[src/rtl/lattice_decimal_multiplier_macros.svh]
// Assertion helpers shared by the lattice decimal multiplier.
// Each macro expects clk and arst_n in scope.
`ifndef LATTICE_DECIMAL_MULTIPLIER_MACROS_SVH
`define LATTICE_DECIMAL_MULTIPLIER_MACROS_SVH

// Consequent must hold in the cycle after the antecedent.
`define LDM_ASSERT_NEXT(lbl, ante, cons) \
	lbl: assert property (@(posedge clk) disable iff (!arst_n) (ante) |=> (cons)) \
		else $error("lattice decimal multiplier: next-cycle check failed");

// Consequent must hold in the same cycle as the antecedent.
`define LDM_ASSERT_SAME(lbl, ante, cons) \
	lbl: assert property (@(posedge clk) disable iff (!arst_n) (ante) |-> (cons)) \
		else $error("lattice decimal multiplier: same-cycle check failed");

`endif

[src/rtl/ldm_pkg.sv]
`timescale 1ns / 1ps
package ldm_pkg;

	localparam int unsigned TEN         = 10;
	// floor(x / 10) == (x * 205) >> 11 for every x below 1029
	localparam int unsigned DIV10_MUL   = 205;
	localparam int unsigned DIV10_SHIFT = 11;

	// Column sum widths, sized for up to sixteen digits per operand
	localparam int unsigned USUM_W = 8;	// up to 16 units digits of 9
	localparam int unsigned TSUM_W = 9;	// up to 16 tens digits of 22
	localparam int unsigned COL_W  = 9;	// units plus tens, at most 496

	typedef logic [3:0] digit_t;

	typedef struct packed {
		logic [4:0] tens;
		digit_t     units;
	} cell_t;

	// Register enables for the carry section
	typedef struct packed {
		logic s3;
		logic s4;
		logic s5;
	} carry_en_t;

	// Quotient by ten through a reciprocal multiply
	function automatic logic [6:0] div10(input logic [9:0] x);
		logic [20:0] m;
		m = 21'(x) * 21'(DIV10_MUL);
		return m[DIV10_SHIFT +: 7];
	endfunction

	// One lattice cell: digit product split into tens and units
	function automatic cell_t lattice_cell(input digit_t a, input digit_t b);
		logic [7:0] p;
		logic [6:0] q;
		cell_t      c;
		p       = 8'(a) * 8'(b);
		q       = div10(10'(p));
		c.tens  = q[4:0];
		c.units = 4'(p - 8'(q) * 8'(TEN));
		return c;
	endfunction

endpackage

[src/rtl/ldm_carry.sv]
`timescale 1ns / 1ps
module ldm_carry
	import ldm_pkg::*;
#(
	parameter int DIGITS = 15
) (
	input  logic                  clk,
	input  carry_en_t             en,
	input  logic [USUM_W-1:0]     usum_s2 [2*DIGITS],
	input  logic [TSUM_W-1:0]     tsum_s2 [2*DIGITS],
	input  logic                  bad_s2,
	output digit_t                prod_s5 [2*DIGITS],
	output logic                  bad_s5
);

	localparam int COLS = 2*DIGITS;

	// Stage 3 signals
	logic [COL_W-1:0] col_c [COLS];
	logic [6:0]       q0_c  [COLS];
	digit_t           u0_s3 [COLS];
	logic [5:0]       c0_s3 [COLS];
	logic             bad_s3;

	// Stage 4 signals
	logic [5:0]       s1v_c [COLS];
	logic [6:0]       q1_c  [COLS];
	digit_t           u1_c  [COLS];
	logic [2:0]       c1_c  [COLS];
	digit_t           s2v_c [COLS];
	logic             c2_c  [COLS];
	digit_t           u2_c  [COLS];
	digit_t           d_c   [COLS];
	digit_t           d_s4  [COLS];
	logic             bad_s4;

	// Stage 5 signals
	logic [COLS-1:0]  gen_c;
	logic [COLS-1:0]  prop_c;
	logic [COLS-1:0]  sum_c;
	logic [COLS-1:0]  cin_c;
	digit_t           p_c   [COLS];

	// Merge each column and split it into a units digit and a carry
	always_comb begin
		for (int k = 0; k < COLS; k++) begin
			col_c[k] = COL_W'(usum_s2[k]) + ((k > 0) ? COL_W'(tsum_s2[(k > 0) ? k-1 : 0])
				: COL_W'(0));
			q0_c[k]  = div10(10'(col_c[k]));
		end
	end

	always_ff @(posedge clk) begin
		if (en.s3) begin
			bad_s3 <= bad_s2;
			for (int k = 0; k < COLS; k++) begin
				c0_s3[k] <= 6'(q0_c[k]);
				u0_s3[k] <= 4'(col_c[k] - COL_W'(q0_c[k]) * COL_W'(TEN));
			end
		end
	end

	// Two more carry-save passes bring every digit down to at most ten
	always_comb begin
		for (int k = 0; k < COLS; k++) begin
			s1v_c[k] = 6'(u0_s3[k]) + ((k > 0) ? c0_s3[(k > 0) ? k-1 : 0] : 6'd0);
			q1_c[k]  = div10(10'(s1v_c[k]));
			c1_c[k]  = 3'(q1_c[k]);
			u1_c[k]  = 4'(s1v_c[k] - 6'(q1_c[k]) * 6'(TEN));
		end
		for (int k = 0; k < COLS; k++) begin
			s2v_c[k] = u1_c[k] + ((k > 0) ? 4'(c1_c[(k > 0) ? k-1 : 0]) : 4'd0);
			c2_c[k]  = (s2v_c[k] >= 4'(TEN));
			u2_c[k]  = c2_c[k] ? s2v_c[k] - 4'(TEN) : s2v_c[k];
		end
		for (int k = 0; k < COLS; k++) begin
			d_c[k] = u2_c[k] + ((k > 0) ? 4'(c2_c[(k > 0) ? k-1 : 0]) : 4'd0);
		end
	end

	always_ff @(posedge clk) begin
		if (en.s4) begin
			bad_s4 <= bad_s3;
			d_s4   <= d_c;
		end
	end

	// Resolve single-bit carries with one binary add: a ten generates,
	// a nine propagates
	always_comb begin
		for (int k = 0; k < COLS; k++) begin
			gen_c[k]  = (d_s4[k] == 4'(TEN));
			prop_c[k] = (d_s4[k] == 4'(TEN - 1));
		end
		sum_c = (gen_c | prop_c) + gen_c;
		cin_c = sum_c ^ (gen_c | prop_c) ^ gen_c;
		for (int k = 0; k < COLS; k++) begin
			p_c[k] = d_s4[k] + 4'(cin_c[k]);
			if (p_c[k] >= 4'(TEN)) begin
				p_c[k] = p_c[k] - 4'(TEN);
			end
		end
	end

	always_ff @(posedge clk) begin
		if (en.s5) begin
			bad_s5  <= bad_s4;
			prod_s5 <= p_c;
		end
	end

endmodule

[config.mk]
export PLATFORM = sky130hd
export DESIGN_NAME = ldm_carry
export DESIGN_NICKNAME = d
export VERILOG_FILES = /design/src/rtl/lattice_decimal_multiplier_macros.svh /design/src/rtl/ldm_pkg.sv /design/src/rtl/ldm_carry.sv
export SDC_FILE = /design/constraint.sdc
export NUM_CORES = 2
export LEC_CHECK = 0
export BUFFER_PORTS_ARGS = -buffer_cell sky130_fd_sc_hd__buf_2
export CAP_MARGIN = 10
export CELL_PAD_IN_SITES_DETAIL_PLACEMENT = 1
export CELL_PAD_IN_SITES_GLOBAL_PLACEMENT = 1
export CORE_UTILIZATION = 30
export CTS_CLUSTER_DIAMETER = 30
export DETAILED_ROUTE_END_ITERATION = 6
export PLACE_DENSITY = 0.52
export REMOVE_ABC_BUFFERS = 1
export SKIP_CTS_REPAIR_TIMING = 1
export SLEW_MARGIN = 20
export SYNTH_ARGS = -nofsm -noshare
export SYNTH_HDL_FRONTEND = slang
export SYNTH_SLANG_ARGS = --single-unit
[constraint.sdc]
create_clock -name clk -period 8.8 [get_ports clk]
set_input_delay 1.76 -clock clk [delete_from_list [all_inputs] [get_ports clk]]
set_output_delay 1.76 -clock clk [all_outputs]
set_load 0.03 [all_outputs]
# Word-level counts from Yosys, hierarchy flattened
# Memories as Yosys holds them, arrays and structs flattened.
# Cells that the tools add are included.
# totals
regBits	243
inputBits	515
out_inout_bits	121
mem_bits_rw	300
word_cells	637
n_memories	2
rom_bits	0
latch_bits	0
# memory_table
memory	depth	width	read_ports	rd_ports_with_merged_regs	write_ports	line_no	rtl
c0_s3	30	6	29	0	30	ldm_carry.sv:22	logic [5:0] c0_s3 [COLS];
u0_s3	30	4	30	0	30	ldm_carry.sv:21	digit_t u0_s3 [COLS];
# op_classes
n_addsub	267
n_eq_ne	60
order_cmp	60
n_mux	62
multipliers	120
shifts	0
reduce_logical	0
div	0
bitwise_logic	3
# ops
op	count
9-bit by 8-bit multiplier with 17-bit output (second input constant)	29
6-bit by 8-bit multiplier with 14-bit output (second input constant)	29
8-bit by 9-bit adder with 9-bit output	29
4-bit by 1-bit adder with 4-bit output	60
4-bit == test (second input constant)	60
4-bit >= comparator (second input constant)	60
4-bit 2-to-1 mux	60
4-bit subtractor	60
4-bit subtractor (second input constant)	60
4-bit by 6-bit adder with 6-bit output	29
6-bit by 3-bit multiplier with 3-bit output (second input constant)	29
4-bit by 3-bit adder with 4-bit output	28
3-bit by 3-bit multiplier with 3-bit output (second input constant)	29
30-bit bitwise XOR	2
30-bit adder	1
30-bit OR	1
8-bit by 8-bit multiplier with 16-bit output (second input constant)	1
4-bit by 8-bit multiplier with 12-bit output (second input constant)	1
5-bit by 3-bit multiplier with 3-bit output (second input constant)	1
1-bit by 3-bit multiplier with 3-bit output (second input constant)	1
1-bit 2-to-1 mux	2

# Depth between registers and ports, before layout
# An unclocked memory read counts as a cell.
# logic_depth
ltp_word	9
ltp_mapped	35

# Worst setup path before layout
# No wires, ideal clock.
# synth_path
kind	input-to-reg
start	input usum_s2[0] in the netlist's numbering
end	memory u0_s3[1][55] in the netlist's numbering (data pin)
slack_ps	1336
stages	26
arrival_ps	7206
required_time_ps	8542
path_buffers	0
cell_sequence	ha_1 fa_1 a21oi_1 nor2_1 nor2_1 o21bai_1 a21oi_1 o21bai_1 a21oi_1 xnor2_1 ha_1 fa_1 fa_1 ha_1 ha_1 or3_1 o21ai_0 xnor2_1 ha_1 fa_1 xor2_1 xnor2_1 xnor2_1 xnor2_1 xnor2_1 xnor2_1
# synth_rtl
element	line_no	rtl
start: declaration	ldm_carry.sv:9	input logic [USUM_W-1:0] usum_s2 [2*DIGITS],
end: declaration	ldm_carry.sv:21	

==> metrics.csv <==
metric;value;unit
syn_inst;9413;
die_y;567.0;um
gp_congestion;0.8159;
worst-r2r-setup-slack;0.68;ns
first_iter_violations;1606;
hp-class;reg -> reg;
root_buffer;clkbuf_16;
row_count;207;
ys_seq_area_frac;0.1681;
finalSetupViolCount;0;
synth_area;95750;sq um
routedWlPerCell;16.57;um
slew_violations;0;
synth.avg_cell_area;10.17;sq um
crit_family;adder cells;
reg2reg_depth;31;
fin_nets;14150;
clock_path_buffers;3;
path_max_fanout;7;
yosysWarnings;0;
dieArea;321400;sq um
antenna_left;0;
seq_area;16100;sq um
max_stage_delay;0.50;ns
multi_input_area;72220;sq um
cp_data_arrival_time;8.64;ns
io_buffers;626;
period_needed;8.124;ns
worstMarginPinSlew;0.9920;ns
worstHoldPathCells;0;
timing.final.crit_share;0.9232;
path_clk_slew;0.04;ns
tritoncts;done;
yosysTopAreaCell;ha_1;
end_kind;register;
fmax;123.1;MHz
clk_latency;0.84;ns
cts_made_buffers;174;
h-tree-depth;4;
drive_above_1_share;0.09785;
grt_first_pass_wirelength;395.4;mm
fillerInstances;35830;
r2r_start;c0_s3[1][18];
initial_core_util;0.3013;
slowest_stage;fa_1;
ys_top_cells_by_area;ha_1, edfxtp_1, fa_1;
drt_wl_total;241.3;mm
crit_end;d_s4[35];
synth.top_cell.area_share;0.3474;
ys_async_sr_fraction;0;
hold_viol_final;0;
antenna_found_initial;13;
grt_usage;0.1521;
grt_max_degree;120;
overflow;0;
core_area;317800;sq um
io_pins;636;
cp-start-kind;register;
fp.dieW;567.0;um
fin_area;110500;sq um
via_count;67840;
dpl.hpwl;214.2;mm
setup.worst_path.start;c0_s3[1][18];
ys_ff_latch;536;
skew;0.06390;ns
synth_edf_count;536;
critPathRequiredTime;9.32;ns
r2r_end;d_s4[35];
critPathBufInv;3;
viasPerCell;4.658;
synth_ff_type;edfxtp_1;
syn_to_final_growth;15.43;%
yosysUniqueCellTypes;85;
path_class;reg -> reg;
drv_cap;0;
outcome;complete, no violations;
cp_num_cells;31;
cts_sinks;536;
dr.pass1.iters;5;
slew_headroom;0.3387;
grt_pass1_vias;76090;
drc;0;
dpl_cell_area;104300;sq um
==> synthesized netlist by cell type, drive strengths merged (38+ instances only) <==
cell,count
inv,1984
fa,732
xnor2,668
nor3b,51
nand3,149
xor2,250
a21o,174
o21ai,240
nand2,161
or2,46
nor2,194
nor2b,180
o21a,44
a21oi,519
o21bai,131
ha,2659
and4,45
nand2b,58
edfxtp,536
nor3,44
nand3b,38
==> through the flow <==
| stage | setup TNS [ns] | util | instances | hold slack [ns] | setup WS [ns] |
|---|---|---|---|---|---|
| 3_3_place_gp | 0 | 0.3283 | 14240 | 0.4088 | 0.6469 |
| 6_report | 0 | 0.3478 | 14560 | 0.4169 | 0.6756 |
| 5_1_grt | -0.02720 | 0.3478 | 14560 | 0.4355 | -0.02720 |
| 2_1_floorplan | 0 | - | 9412 | 0.4003 | 1.336 |
| 4_1_cts | 0 | 0.3477 | 14560 | 0.4168 | 0.5113 |
| 3_5_place_dp | 0 | 0.3283 | 14240 | 0.4071 | 0.5992 |
==> worst register-to-register path: cells and delay by family (launching register included) <==
family          cells  cell delay, ns
fa+ha+maj           9            3.32
compound gates     10            1.95
xor+xnor            6            1.70
simple gates        3            0.34
flops               1            0.33
buf+inv             3            0.21
==> kinds of logic after synthesis <==
group           share of synthesized area
mux                              0.002313
fa+ha+maj                          0.5005
compound gates                    0.09578
xor+xnor                          0.09084
simple gates                      0.06464
buf+inv                           0.07781
other cells                    0.00003916
flops                              0.1681
==> layout make-up <==
class                   count  area share
flip-flops and latches    536      0.1456
diodes                      1  0.00002264
well taps                4180     0.04732
clock inverters           127     0.01579
clock buffers             192     0.04001
multi-input cells        6892      0.6534
inverters                1984     0.06738
repair buffers            652     0.03043
==> how the worst min path moves through the flow <==
stage	from	to	slack, ns
after floorplan	bad_s3	bad_s4	0.40
after global placement	bad_s3	bad_s4	0.41
after detailed placement	bad_s3	bad_s4	0.41
after CTS	bad_s3	bad_s4	0.42
after global routing	bad_s3	bad_s4	0.44
final	bad_s3	bad_s4	0.42
==> flip-flops by register name, indices dropped and copies added, names as in the netlist <==
register	count
c0_s3	173
bad_s4	1
prod_s5	120
d_s4	120
bad_s5	1
u0_s3	120
bad_s3	1
==> metal layers <==
| metal | vias up | GRT usage | share of wire |
|---|---|---|---|
| met5 | - | 0 | 0 |
| met4 | 0 | 0.03979 | 0.025 |
| met3 | 226 | 0.01746 | 0.024 |
| met2 | 658 | 0.2750 | 0.50 |
| met1 | 33090 | 0.1899 | 0.45 |
| li1 | 33860 | - | - |
==> cells in the final DEF, fill, tap and decap left out, drive strengths merged, types with 174 or more instances in the layout <==
cell type and n:
a21o 174, xnor2 668, o21ai 240, buf 652, nor2 194, ha 2659, edfxtp 536, xor2 250
clkbuf 192, nor2b 180, fa 732, a21oi 519, inv 1988
Power is not shown: default switching activity piles up to over one toggle a cycle in this logic, so the estimate is an artifact.
